### src/hdl/pmd_pkg.sv
// pmd_pkg: shared types and constants of the paged memory dispatcher
// no dependencies; imported by pmd_ram users and the top level
package pmd_pkg;

  // page register store: 8 halt + 8 user registers in one RAM
  localparam int PAGE_W     = 16;
  localparam int PAGE_DEPTH = 16;
  localparam int PAGE_AW    = $clog2(PAGE_DEPTH);

  localparam int ADDR_W   = 16;
  localparam int DATA_W   = 16;
  localparam int OFFSET_W = 22;
  localparam int RAMKB_W  = 13;
  localparam int CAP_W    = 2;

  // operation code bits
  localparam int OP_BYTE_BIT  = 0;
  localparam int OP_WRITE_BIT = 1;

  typedef enum logic [2:0] {
    KIND_RAM  = 3'd0,
    KIND_ROM  = 3'd1,
    KIND_IO   = 3'd2,
    KIND_EMUL = 3'd3,
    KIND_DENY = 3'd4
  } kind_t;

  // ram size limits in kilobytes
  localparam logic [RAMKB_W-1:0] RAMKB_DEFAULT = 13'd512;
  localparam logic [RAMKB_W-1:0] RAMKB_MAX     = 13'd4096;

  // page register bank select in the RAM index
  localparam logic BANK_HALT = 1'b0;
  localparam logic BANK_USER = 1'b1;

  // address map
  localparam logic [3:0]        IO_NIBBLE   = 4'hE;   // 0160000-0167777
  localparam logic [3:0]        EMUL_NIBBLE = 4'hF;   // 0170000 and up
  localparam logic [ADDR_W-1:0] EMUL_MASK   = 16'o007777;
  localparam logic [ADDR_W-1:0] PG_PORT_BASE = 16'o161200;

  // port addresses
  localparam logic [ADDR_W-1:0] PORT_CAPTURE = 16'o161032;
  localparam logic [ADDR_W-1:0] PORT_ZERO    = 16'o161060;
  localparam logic [ADDR_W-1:0] PORT_CONST   = 16'o161062;
  localparam logic [DATA_W-1:0] CONST_VALUE  = 16'h000f;

  // writes accepted and dropped
  localparam logic [ADDR_W-1:0] PORT_W00 = 16'o161000;
  localparam logic [ADDR_W-1:0] PORT_W02 = 16'o161002;
  localparam logic [ADDR_W-1:0] PORT_W12 = 16'o161012;
  localparam logic [ADDR_W-1:0] PORT_W14 = 16'o161014;
  localparam logic [ADDR_W-1:0] PORT_W16 = 16'o161016;
  localparam logic [ADDR_W-1:0] PORT_W26 = 16'o161026;
  localparam logic [ADDR_W-1:0] PORT_W30 = 16'o161030;
  localparam logic [ADDR_W-1:0] PORT_W34 = 16'o161034;
  localparam logic [ADDR_W-1:0] PORT_W36 = 16'o161036;
  localparam logic [ADDR_W-1:0] PORT_W66 = 16'o161066;
  localparam logic [ADDR_W-1:0] PORT_W412 = 16'o161412;

  function automatic logic wr_ignored(input logic [ADDR_W-1:0] a);
    logic hit;
    begin
      hit = (a == PORT_W00) || (a == PORT_W02) || (a == PORT_W12) ||
            (a == PORT_W14) || (a == PORT_W16) || (a == PORT_W26) ||
            (a == PORT_W30) || (a == PORT_CAPTURE) || (a == PORT_W34) ||
            (a == PORT_W36) || (a == PORT_ZERO) || (a == PORT_CONST) ||
            (a == PORT_W66) || (a == PORT_W412);
      return hit;
    end
  endfunction

endpackage

### src/hdl/pmd_ram.sv
// pmd_ram: generic single-write, single-read RAM with registered read data
// no dependencies; read during write to the same entry returns the old word
module pmd_ram #(
  parameter int WIDTH = 16,
  parameter int DEPTH = 16
) (
  input  logic                     clk,
  input  logic                     we,
  input  logic [$clog2(DEPTH)-1:0] waddr,
  input  logic [WIDTH-1:0]         wdata,
  input  logic                     re,
  input  logic [$clog2(DEPTH)-1:0] raddr,
  output logic [WIDTH-1:0]         rdata
);

  logic [WIDTH-1:0] mem [DEPTH];
  logic [WIDTH-1:0] rdata_r;

  always_ff @(posedge clk) begin
    if (we) begin
      mem[waddr] <= wdata;
    end
    if (re) begin
      rdata_r <= mem[raddr];
    end
  end

  assign rdata = rdata_r;

endmodule

### src/hdl/paged_memory_dispatcher.sv
// paged_memory_dispatcher: top level, bus access decode and page translation
// depends on pmd_pkg and pmd_ram (page register store)
//
// usage:
//   in_* channel carries one bus access per beat (operation, address,
//   halt_mode, write_data); out_* channel returns one result beat per access
//   (access_kind, mem_offset, port_read_data, bus_error), in order.
//   cfg_* channel writes the installed ram size in kilobytes; cfg_ready is
//   always high, write it only while no access is in flight.
// timing:
//   one access per cycle sustained while out_ready is high. an accepted beat reads
//   its page register from the page RAM at the accept edge, is resolved in the
//   resolve stage and then lands in the output register that drives out_valid.
//   the rate is set by the page RAM read-modify-write loop: one read and one
//   write per cycle, with the last write forwarded to a read that was issued in
//   the same cycle.
// reset:
//   page registers read as zero (valid bits), capture status cleared, ram
//   size back to 512 KB; no clearing pass, the block is ready at once.
// stall:
//   when out_ready is low the result holds; one more access may wait in the
//   resolve stage, after that in_ready drops.
module paged_memory_dispatcher (
  input  logic                          clk,
  input  logic                          rst_n,
  input  logic                          in_valid,
  output logic                          in_ready,
  input  logic [1:0]                    in_operation,
  input  logic [pmd_pkg::ADDR_W-1:0]    in_address,
  input  logic                          in_halt_mode,
  input  logic [pmd_pkg::DATA_W-1:0]    in_write_data,
  output logic                          out_valid,
  input  logic                          out_ready,
  output logic [2:0]                    out_access_kind,
  output logic [pmd_pkg::OFFSET_W-1:0]  out_mem_offset,
  output logic [pmd_pkg::DATA_W-1:0]    out_port_read_data,
  output logic                          out_bus_error,
  input  logic                          cfg_valid,
  output logic                          cfg_ready,
  input  logic [pmd_pkg::RAMKB_W-1:0]   cfg_ram_size_kbytes
);

  import pmd_pkg::*;

  // configuration
  logic [RAMKB_W-1:0] ram_lim_r;
  logic [RAMKB_W-1:0] ram_lim_nxt;

  // accept side
  logic               in_acc;
  logic               in_io;
  logic [PAGE_AW-1:0] in_idx;

  // resolve stage
  logic               s1_valid_r;
  logic [1:0]         s1_op_r;
  logic [ADDR_W-1:0]  s1_addr_r;
  logic               s1_halt_r;
  logic [DATA_W-1:0]  s1_wdata_r;
  logic [PAGE_AW-1:0] s1_idx_r;
  logic               s1_adv;

  // page store and forwarding
  logic [PAGE_W-1:0]     ram_q;
  logic                  ram_we;
  logic [PAGE_AW-1:0]    ram_waddr;
  logic [PAGE_W-1:0]     ram_wdata;
  logic [PAGE_DEPTH-1:0] pg_valid_r;
  logic                  fwd_valid_r;
  logic [PAGE_AW-1:0]    fwd_addr_r;
  logic [PAGE_W-1:0]     fwd_data_r;
  logic [PAGE_W-1:0]     pg_word;

  logic [CAP_W-1:0] cap_r;
  logic [CAP_W-1:0] cap_nxt;

  // resolve logic
  logic                  is_byte;
  logic                  is_write;
  logic [ADDR_W-1:0]     port_a;
  logic                  pg_port;
  logic                  rd_known;
  logic [DATA_W-1:0]     rd_word;
  logic                  wr_known;
  logic [DATA_W-1:0]     merged;
  logic [OFFSET_W:0]     lin_addr;
  kind_t                 kind_nxt;
  logic [OFFSET_W-1:0]   offset_nxt;
  logic [DATA_W-1:0]     rdata_nxt;
  logic                  err_nxt;

  // output register
  logic                out_valid_r;
  kind_t               out_kind_r;
  logic [OFFSET_W-1:0] out_offset_r;
  logic [DATA_W-1:0]   out_rdata_r;
  logic                out_err_r;

  assign cfg_ready = 1'b1;

  always_comb begin
    priority if (cfg_ram_size_kbytes == '0) begin
      ram_lim_nxt = RAMKB_DEFAULT;
    end else if (cfg_ram_size_kbytes > RAMKB_MAX) begin
      ram_lim_nxt = RAMKB_MAX;
    end else begin
      ram_lim_nxt = cfg_ram_size_kbytes;
    end
  end

  always_ff @(posedge clk) begin
    if (!rst_n) begin
      ram_lim_r <= RAMKB_DEFAULT;
    end else if (cfg_valid && cfg_ready) begin
      ram_lim_r <= ram_lim_nxt;
    end
  end

  // handshake
  assign s1_adv   = s1_valid_r && (!out_valid_r || out_ready);
  assign in_ready = !s1_valid_r || s1_adv;
  assign in_acc   = in_valid && in_ready;

  // page register index: port number for page ports, page field otherwise
  assign in_io  = (in_address[15:12] == IO_NIBBLE);
  assign in_idx = in_io ? {in_address[4], in_address[3:1]}
                        : {~in_halt_mode, in_address[15:13]};

  always_ff @(posedge clk) begin
    if (!rst_n) begin
      s1_valid_r <= 1'b0;
    end else if (in_ready) begin
      s1_valid_r <= in_valid;
    end
  end

  always_ff @(posedge clk) begin
    if (in_acc) begin
      s1_op_r    <= in_operation;
      s1_addr_r  <= in_operation[OP_BYTE_BIT] ? in_address
                                              : {in_address[ADDR_W-1:1], 1'b0};
      s1_halt_r  <= in_halt_mode;
      s1_wdata_r <= in_write_data;
      s1_idx_r   <= in_idx;
    end
  end

  pmd_ram #(
    .WIDTH(PAGE_W),
    .DEPTH(PAGE_DEPTH)
  ) u_page_ram (
    .clk  (clk),
    .we   (ram_we),
    .waddr(ram_waddr),
    .wdata(ram_wdata),
    .re   (in_acc),
    .raddr(in_idx),
    .rdata(ram_q)
  );

  // a write at the edge that issued our read is not in ram_q yet
  always_comb begin
    priority if (fwd_valid_r && (fwd_addr_r == s1_idx_r)) begin
      pg_word = fwd_data_r;
    end else if (pg_valid_r[s1_idx_r]) begin
      pg_word = ram_q;
    end else begin
      pg_word = '0;
    end
  end

  assign is_byte  = s1_op_r[OP_BYTE_BIT];
  assign is_write = s1_op_r[OP_WRITE_BIT];
  assign port_a   = {s1_addr_r[ADDR_W-1:1], 1'b0};
  assign pg_port  = (port_a[ADDR_W-1:5] == PG_PORT_BASE[ADDR_W-1:5]);
  assign wr_known = pg_port || wr_ignored(port_a);
  assign lin_addr = (OFFSET_W+1)'(s1_addr_r[12:0]) + {1'b0, pg_word[13:4], 12'b0};
  assign merged   = s1_addr_r[0] ? {s1_wdata_r[7:0], rd_word[7:0]}
                                 : {rd_word[15:8], s1_wdata_r[7:0]};

  always_comb begin
    rd_known = 1'b1;
    priority if (port_a == PORT_CAPTURE) begin
      rd_word = {{(DATA_W-CAP_W){1'b0}}, cap_r};
    end else if (port_a == PORT_ZERO) begin
      rd_word = '0;
    end else if (port_a == PORT_CONST) begin
      rd_word = CONST_VALUE;
    end else if (pg_port) begin
      rd_word = pg_word;
    end else begin
      rd_word  = '0;
      rd_known = 1'b0;
    end
  end

  always_comb begin
    kind_nxt   = KIND_RAM;
    offset_nxt = '0;
    rdata_nxt  = '0;
    err_nxt    = 1'b0;
    cap_nxt    = cap_r;
    ram_we     = 1'b0;
    ram_waddr  = s1_idx_r;
    ram_wdata  = s1_wdata_r;
    priority if (s1_halt_r && (s1_addr_r[15:14] == 2'b00)) begin
      kind_nxt   = KIND_ROM;
      offset_nxt = OFFSET_W'(s1_addr_r);
      err_nxt    = is_write;
    end else if (s1_addr_r[15:12] == EMUL_NIBBLE) begin
      kind_nxt   = KIND_EMUL;
      offset_nxt = OFFSET_W'(s1_addr_r & EMUL_MASK);
      ram_wdata  = s1_addr_r;
      // capture into the first free of halt registers 0 and 1
      priority if (!cap_r[0]) begin
        cap_nxt[0] = 1'b1;
        ram_we     = s1_adv;
        ram_waddr  = {BANK_HALT, 3'd0};
      end else if (!cap_r[1]) begin
        cap_nxt[1] = 1'b1;
        ram_we     = s1_adv;
        ram_waddr  = {BANK_HALT, 3'd1};
      end else begin
        cap_nxt = cap_r;
      end
    end else if (s1_addr_r[15:12] == IO_NIBBLE) begin
      kind_nxt = KIND_IO;
      priority if (!is_write) begin
        err_nxt = !rd_known;
        priority if (!is_byte) begin
          rdata_nxt = rd_word;
        end else if (s1_addr_r[0]) begin
          rdata_nxt = {8'b0, rd_word[15:8]};
        end else begin
          rdata_nxt = {8'b0, rd_word[7:0]};
        end
      end else if (!is_byte) begin
        err_nxt   = !wr_known;
        ram_we    = s1_adv && pg_port;
        ram_wdata = s1_wdata_r;
      end else begin
        // byte write: read the word, patch one byte, write it back
        err_nxt   = !rd_known || !wr_known;
        ram_we    = s1_adv && pg_port;
        ram_wdata = merged;
      end
    end else begin
      priority if (pg_word[3]) begin
        kind_nxt = KIND_DENY;
        err_nxt  = 1'b1;
      end else if (lin_addr[OFFSET_W:10] >= ram_lim_r) begin
        kind_nxt = KIND_DENY;
        err_nxt  = 1'b1;
      end else begin
        kind_nxt   = KIND_RAM;
        offset_nxt = lin_addr[OFFSET_W-1:0];
      end
    end
  end

  always_ff @(posedge clk) begin
    if (!rst_n) begin
      cap_r       <= '0;
      pg_valid_r  <= '0;
      fwd_valid_r <= 1'b0;
    end else begin
      if (s1_adv) begin
        cap_r <= cap_nxt;
      end
      if (ram_we) begin
        pg_valid_r[ram_waddr] <= 1'b1;
        fwd_valid_r           <= 1'b1;
      end
    end
  end

  always_ff @(posedge clk) begin
    if (ram_we) begin
      fwd_addr_r <= ram_waddr;
      fwd_data_r <= ram_wdata;
    end
  end

  // output register
  always_ff @(posedge clk) begin
    if (!rst_n) begin
      out_valid_r <= 1'b0;
    end else if (!out_valid_r || out_ready) begin
      out_valid_r <= s1_valid_r;
    end
  end

  always_ff @(posedge clk) begin
    if (s1_adv) begin
      out_kind_r   <= kind_nxt;
      out_offset_r <= offset_nxt;
      out_rdata_r  <= rdata_nxt;
      out_err_r    <= err_nxt;
    end
  end

  assign out_valid          = out_valid_r;
  assign out_access_kind    = out_kind_r;
  assign out_mem_offset     = out_offset_r;
  assign out_port_read_data = out_rdata_r;
  assign out_bus_error      = out_err_r;

`ifndef SYNTHESIS
  a_cap_order: assert property (@(posedge clk) disable iff (!rst_n)
    cap_r[1] |-> cap_r[0])
    else $error("capture bit 1 set without bit 0");

  a_cap_sticky: assert property (@(posedge clk) disable iff (!rst_n)
    $past(cap_r[0]) |-> cap_r[0])
    else $error("capture bit 0 cleared");

  a_write_on_adv: assert property (@(posedge clk) disable iff (!rst_n)
    ram_we |-> s1_adv)
    else $error("page write from a stalled beat");

  a_deny_err: assert property (@(posedge clk) disable iff (!rst_n)
    (out_valid_r && (out_kind_r == KIND_DENY)) |-> out_err_r)
    else $error("denied access without bus error");
`endif

endmodule
### config.mk
export PLATFORM = sky130hd
export DESIGN_NAME = paged_memory_dispatcher
export DESIGN_NICKNAME = d
export VERILOG_FILES = /design/src/hdl/pmd_pkg.sv /design/src/hdl/pmd_ram.sv /design/src/hdl/paged_memory_dispatcher.sv
export SDC_FILE = /design/constraint.sdc
export NUM_CORES = 1
export LEC_CHECK = 0
export ABC_CLOCK_PERIOD_IN_PS = 5210
export BUFFER_PORTS_ARGS = -buffer_cell sky130_fd_sc_hd__clkbuf_2
export CORE_ASPECT_RATIO = 1.25
export CORE_MARGIN = 4
export CORE_UTILIZATION = 40
export DETAILED_ROUTE_END_ITERATION = 16
export GPL_ROUTABILITY_DRIVEN = 0
export RECOVER_POWER = 100
export SLEW_MARGIN = 10
export SYNTH_ARGS = -nofsm -noshare
export SYNTH_HDL_FRONTEND = slang
export SYNTH_SLANG_ARGS = --single-unit
### constraint.sdc
create_clock -name clk -period 5.21 [get_ports clk]
set_clock_uncertainty 0.15 [all_clocks]
set_input_delay 1.042 -clock clk [delete_from_list [all_inputs] [get_ports clk]]
set_output_delay 1.042 -clock clk [all_outputs]
set_load 0.005 [all_outputs]
# Word level (Yosys, flattened, before mapping)
# Memory sizes are Yosys's and may differ from the RTL's. A register that Yosys moved wholly into a read port is not among the register bits.
# Index checks and enable logic that the tools add are counted.
word_totals:
  regBits: 135
  ram_bits: 256
  output_inout_bits: 45
  word_cells: 140
  n_memories: 1
memory_table:
  columns: ["name", "depth", "width", "read_ports", "rd_clocked_by_memory_dff", "wr", "line_no", "source"]
  rows:
  - ["u_page_ram.mem", 16, 16, 1, 1, 1, "pmd_ram.sv:16", "logic [WIDTH-1:0] mem [DEPTH];"]
op_classes:
  add_sub_neg: 1
  n_lt_le_gt_ge: 5
  n_eq_ne: 19
  n_mux: 53
  bitwise: 4
  reduce_logical: 35
op_table:
  columns: ["cell", "count"]
  rows:
  - ["two-way mux 16 bit", 18]
  - ["equality test 15 bit (second input constant)", 14]
  - ["two-way mux 13 bit", 2]
  - ["adder 13 x 22 -> 23 bit", 1]
  - ["two-way mux 1 bit", 21]
  - ["two-way mux 4 bit", 5]
  - ["logical OR 1 bit", 17]
  - ["OR 16 bit", 1]
  - [">= comparator 13 bit", 1]
  - ["> comparator 13 bit (second input constant)", 1]
  - ["logical NOT 13 bit", 1]
  - ["equality test 4 bit (second input constant)", 3]
  - ["equality test 11 bit (second input constant)", 1]
  - ["< comparator 4 x 5 -> 1 bit (second input constant)", 2]
  - ["two-way mux 8 bit", 1]
  - ["logical AND 1 bit", 6]
  - ["two-way mux 3 bit", 2]
  - ["OR reduction 5 bit", 1]
  - ["binary-select mux 1 bit (select 4 bit)", 1]
  - ["demux 1 bit (select 4 bit)", 1]
  - ["equality test 4 bit", 1]
  - [">= comparator 4 x 1 -> 1 bit (second input constant)", 1]
  - ["logical NOT 1 bit", 4]
  - ["two-way mux 2 bit", 2]
  - ["other kinds (7)", 9]

# Logic depth before layout (Yosys ltp)
depth:
  ltp_word: 22
  depth_mapped: 21
  ltp_nobuf: 17

# By module
# Synthesis repeated with hierarchy kept, for this count alone.
unflattened:
  cells_unflattened: 1018
  area_unflattened_um2: 16776.1
by_module_without_submodules:
  columns: ["mod", "instances", "cells_per_inst", "area_per_inst_um2", "seq_area_each_um2"]
  rows:
  - ["pmd_ram", 1, 432, 10203.5, 8167.8]
  - ["paged_memory_dispatcher", 1, 586, 6572.6, 3713.6]

# Worst setup path after synthesis
# OpenSTA, ideal clock, no wires.
synth_timing:
  path_kind: "input to register"
  start: "input out_ready"
  end: "memory u_page_ram.mem[7][0] (enable)"
  setup_ps: 412
  arrival_ps: 4547
  t_required_ps: 4648
  slack_ps: 101
  cell_stages: 6
  n_path_buf: 0
  path_cell_list: "nor2b_1 -> nand2b_1 -> a211oi_1 -> and2_1 -> nand2_1 -> nor3_1"
synth_via:
  elab_chain_cells: 9
  elab_cells_between_ends: 11
synth_lines:
  columns: ["item", "line_no", "source"]
  rows:
  - ["start, declared", "paged_memory_dispatcher.sv:33", "input logic out_ready,"]
  - ["logical OR 1 bit (*)", "paged_memory_dispatcher.sv:120", "assign s1_adv = s1_valid_r && (!out_valid_r || out_ready);"]
  - ["logical AND 1 bit (*)", "paged_memory_dispatcher.sv:120", null]
  - ["logical AND 1 bit", "paged_memory_dispatcher.sv:239, paged_memory_dispatcher.sv:244", null]
  - ["two-way mux 1 bit", "paged_memory_dispatcher.sv:228", "priority if (!is_write) begin"]
  - ["two-way mux 1 bit", "paged_memory_dispatcher.sv:226", "end else if (s1_addr_r[15:12] == IO_NIBBLE) begin"]
  - ["two-way mux 1 bit (*)", "paged_memory_dispatcher.sv:210", "end else if (s1_addr_r[15:12] == EMUL_NIBBLE) begin"]
  - ["two-way mux 1 bit (*)", "paged_memory_dispatcher.sv:206", "priority if (s1_halt_r && (s1_addr_r[15:14] == 2'b00)) begin"]
  - ["net ram_we", "paged_memory_dispatcher.sv:65", "logic ram_we;"]
  - ["two-way mux 1 bit (*)", "pmd_ram.sv:20", "if (we) begin"]
  - ["two-way mux 1 bit (implied by the code) (*)", "pmd_ram.sv:21", "mem[waddr] <= wdata;"]
  - ["end, declared", "pmd_ram.sv:16", null]
# The timed path passes the listed nets; every way through them passes the cells marked *.

# Worst setup path in the final report
layout_timing:
  start: "register s1_addr_r[12]"
  end: "memory u_page_ram.mem[12][12] (enable)"
layout_via:
  elab_chain_cells: 8
  elab_cells_between_ends: 12
layout_lines:
  columns: ["item", "line_no", "source"]
  rows:
  - ["start, declared", "paged_memory_dispatcher.sv:57", "logic [ADDR_W-1:0] s1_addr_r;"]
  - ["start signal, assigned", "paged_memory_dispatcher.sv:140", "s1_addr_r <= in_operation[OP_BYTE_BIT] ? in_address"]
  - ["equality test 11 bit", "paged_memory_dispatcher.sv:175", "assign pg_port = (port_a[ADDR_W-1:5] == PG_PORT_BASE[ADDR_W-1:5]);"]
  - ["logical AND 1 bit", "paged_memory_dispatcher.sv:239, paged_memory_dispatcher.sv:244", null]
  - ["two-way mux 1 bit", "paged_memory_dispatcher.sv:228", null]
  - ["two-way mux 1 bit", "paged_memory_dispatcher.sv:226", null]
  - ["two-way mux 1 bit (*)", "paged_memory_dispatcher.sv:210", null]
  - ["two-way mux 1 bit (*)", "paged_memory_dispatcher.sv:206", null]
  - ["net ram_we", "paged_memory_dispatcher.sv:65", null]
  - ["two-way mux 1 bit (*)", "pmd_ram.sv:20", null]
  - ["two-way mux 1 bit (implied by the code) (*)", "pmd_ram.sv:21", null]
# Marks and branches as above.

==> impl_metrics.py <==
metrics = {
    "run_status": {
        "status": "finished, violations left",
        "violations": "max-capacitance violations, max-slew violations",
    },
    "floorplanning": {
        "die_area_sq_um": 45700,
        "rows": 84,
        "ios": 98,
        "initial_core_util_pct": 40.4,
        "die_w_um": 192,
        "core_area_sq_um": 41900,
        "fp.dieH_um": 238,
    },
    "drt": {
        "drtIter0Drc": 985,
        "vias": 11200,
        "wl_per_cell_um": 21.5,
        "first_pass_iters": 5,
        "ant_nets": 0,
        "drc": 0,
        "wl_um": 44100,
        "vias_per_cell": 5.45,
    },
    "timing": {
        "rsz0062_at_grt": "false",
        "max_freq_mhz": 209,
        "relSlewSlack_pct": -63.6,
        "slew_violations": 186,
        "setup_viol": 0,
        "worst_pin_slew_ns": 2.45,
        "fin_ws_ns": 0.417,
        "period_needed_ns": 4.79,
        "period_share_pct": 92.0,
        "tns_ns": 0,
        "final_hold_viol_count": 0,
    },
    "grt": {
        "met1_usage_pct": 23.4,
        "grt_antenna_before_repair": 0,
        "met3_usage_pct": 2.28,
        "grt_overflow": 0,
        "grt_pass1_wl_um": 65900,
        "track_usage_pct": 18.9,
        "grt_pass1_vias": 10900,
        "grt_use_met2_pct": 33.7,
        "grt_max_degree": 129,
        "busiest_layer": "met2",
    },
    "setup_path": {
        "critPathArrivalTime_ns": 4.84,
        "cp-start-kind": "flip-flop",
        "r2r-start": "s1_addr_r[12]$_DFFE_PP_",
        "critPathRequiredTime_ns": 5.26,
        "ff2ff_setup_slack_ns": 0.42,
        "crit_path_end_kind": "flip-flop",
        "critPathMaxFanout": 23,
        "worst-setup-path-type": "flip-flop to flip-flop",
        "cp-startpoint": "s1_addr_r[12]$_DFFE_PP_",
    },
    "min_path": {
        "hp-class": "flip-flop to flip-flop",
        "min_from": "pg_valid_r[9]$_SDFFE_PN0P_",
    },
    "clock_tree": {
        "cts_resized": 0,
        "root_buffer": "clkbuf_16",
        "cts_setup_buffers": 0,
        "clk_pin_slew_ns": 0.06,
        "htree_levels": 2,
        "worstSkewPairLatency_ns": 0.55,
        "cts_sinks": 407,
        "cts_buffer_depth": 3,
        "cts_tree": "built",
        "ctsHoldBuffers": 0,
        "cts_made_buffers": 39,
    },
    "final_layout": {
        "num_antenna_cells": 0,
        "num-nets-final": 1536,
        "final_cell_mix": "edfxtp_1 (373), nand2_1 (311), nand3_1 (145)",
        "fin_area_sq_um": 19300,
        "layout_commonest_cell": "edfxtp_1",
        "synthToLayoutAreaGrowth_pct": 13.9,
        "layout-drive-gt1-share_pct": 10.6,
        "final_core_util_pct": 46.0,
        "fill_cells": 3778,
    },
    "yosys": {
        "ys_seq_elements": 407,
        "syn_inst": 1360,
        "synth_cell_types": 69,
        "async_flop_share_pct": 0,
        "synth_area_sq_um": 16900,
        "syn_area_per_cell_sq_um": 12.5,
        "synth_edf_count": 373,
        "syn_nets": 1428,
        "yosysSeqAreaShare_pct": 70.2,
        "ys_warn_count": 0,
        "synth_flop_cell": "edfxtp_1",
    },
    "placed_design": {
        "hpwlAfterDp_um": 27600,
        "post-place-ws_ns": 0.702,
        "dpl_cell_area_sq_um": 18300,
        "portBuffers": 96,
    },
    "pwr": {
        "leakagePower_uw": 0.00658,
        "report.power.total_uw": 6810,
        "power_density_nw_per_um2": 353,
        "ir_drop_mv": 0.204,
    },
    "run": {
        "maxCapViolCount": 5,
    },
}
## metrics by stage
| step | hold WS [ns] | std cells |
|---|---|---|
| floorplan | 0.285 | 1360 |
| global placement | 0.292 | 1986 |
| finish | 0.319 | 2057 |
| detailed placement | 0.303 | 1986 |
| CTS | 0.317 | 2057 |
| global route | 0.338 | 2057 |
## report_power, final
group,switching (uW),internal (uW)
sequential,42.2,3650
combinational,290,130
clock,1180,1520
total,1510,5300
## layout make-up
class                   instances  area [sq um]  area share (%)
flip-flops and latches        407         11900            61.6
multi-input cells             852          4670            24.2
clock buffers                  48          1040            5.40
repair buffers                143           728            3.78
well taps                     559           699            3.63
clock inverters                23           171           0.889
inverters                      25          95.1           0.493
## cell families after synthesis
| group | count (synthesis) | share of synthesized area [%] |
|---|---|---|
| mux | 5 | 0.591 |
| buf+inv | 101 | 2.40 |
| xor+xnor | 8 | 0.414 |
| fa+ha+maj | 15 | 1.11 |
| other cells | 1 | 0.0221 |
| flops | 407 | 70.2 |
| simple gates | 636 | 17.3 |
| compound gates | 187 | 8.00 |
## final timing paths
kind	endpoint	depth (start not counted)
worst max-delay path	u_page_ram.mem[12][12]$_DFFE_PP_	9
worst max register to register	u_page_ram.mem[12][12]$_DFFE_PP_	9
worst min register to register	pg_valid_r[9]$_SDFFE_PN0P_	1
worst min-delay path	pg_valid_r[9]$_SDFFE_PN0P_	1
## worst max-delay path, stage by stage, from the launching register on
cell and delay (ns):
edfxtp_1 0.51, and4_1 0.23, clkbuf_1 0.50, nand2_1 0.34, a211oi_4 0.26, clkbuf_1 0.92, nor2b_1 0.27, nand2_1 0.18
nor2_2 0.59, clkbuf_2 0.46
## synth_stat cells, types with 3 or more instances
master / count / area [sq um]
nand2b_1: 5 / 31.3
and3_1: 23 / 144
o21a_1: 23 / 173
buf_1: 6 / 22.5
o21ai_0: 34 / 170
nor3b_1: 3 / 22.5
nand3_1: 145 / 726
or3_1: 4 / 25.0
nor2b_1: 12 / 75.1
nand3b_1: 4 / 30.0
nor4_1: 5 / 31.3
nand2_1: 311 / 1170
edfxtp_1: 373 / 11200
xnor2_1: 6 / 52.6
ha_1: 15 / 188
a21boi_0: 4 / 30.0
clkbuf_1: 62 / 233
a21o_1: 4 / 30.0
nor3_1: 21 / 105
dfxtp_1: 34 / 681
a211oi_1: 6 / 45.0
buf_2: 4 / 20.0
and2_1: 36 / 225
a31oi_1: 20 / 125
o22ai_1: 5 / 31.3
o31a_1: 5 / 43.8
o21bai_1: 3 / 22.5
inv_1: 25 / 93.8
a311oi_1: 32 / 280
o31ai_1: 3 / 22.5
a21oi_1: 24 / 120
nor2_1: 44 / 165
mux4_2: 4 / 90.1
or2_2: 3 / 18.8
nand4_1: 7 / 43.8
## routing by layer
layer	share of wire, %	vias to the layer above
li1	-	5219
met3	5.3	107
met4	3.9	0
met2	52	395
met1	39	5495
met5	0	-
## state kept, by name (all words and copies together) (netlist names), 3 cells and up
| name | flops |
|---|---|
| out_port_read_data | 16 |
| out_mem_offset | 22 |
| out_access_kind | 3 |
| pg_valid_r | 16 |
| fwd_addr_r | 4 |
| s1_wdata_r | 16 |
| u_page_ram.mem | 256 |
| s1_idx_r | 4 |
| fwd_data_r | 16 |
| s1_addr_r | 16 |
| u_page_ram.rdata | 16 |
| ram_lim_r | 13 |
(Power assumes the default switching activity.)
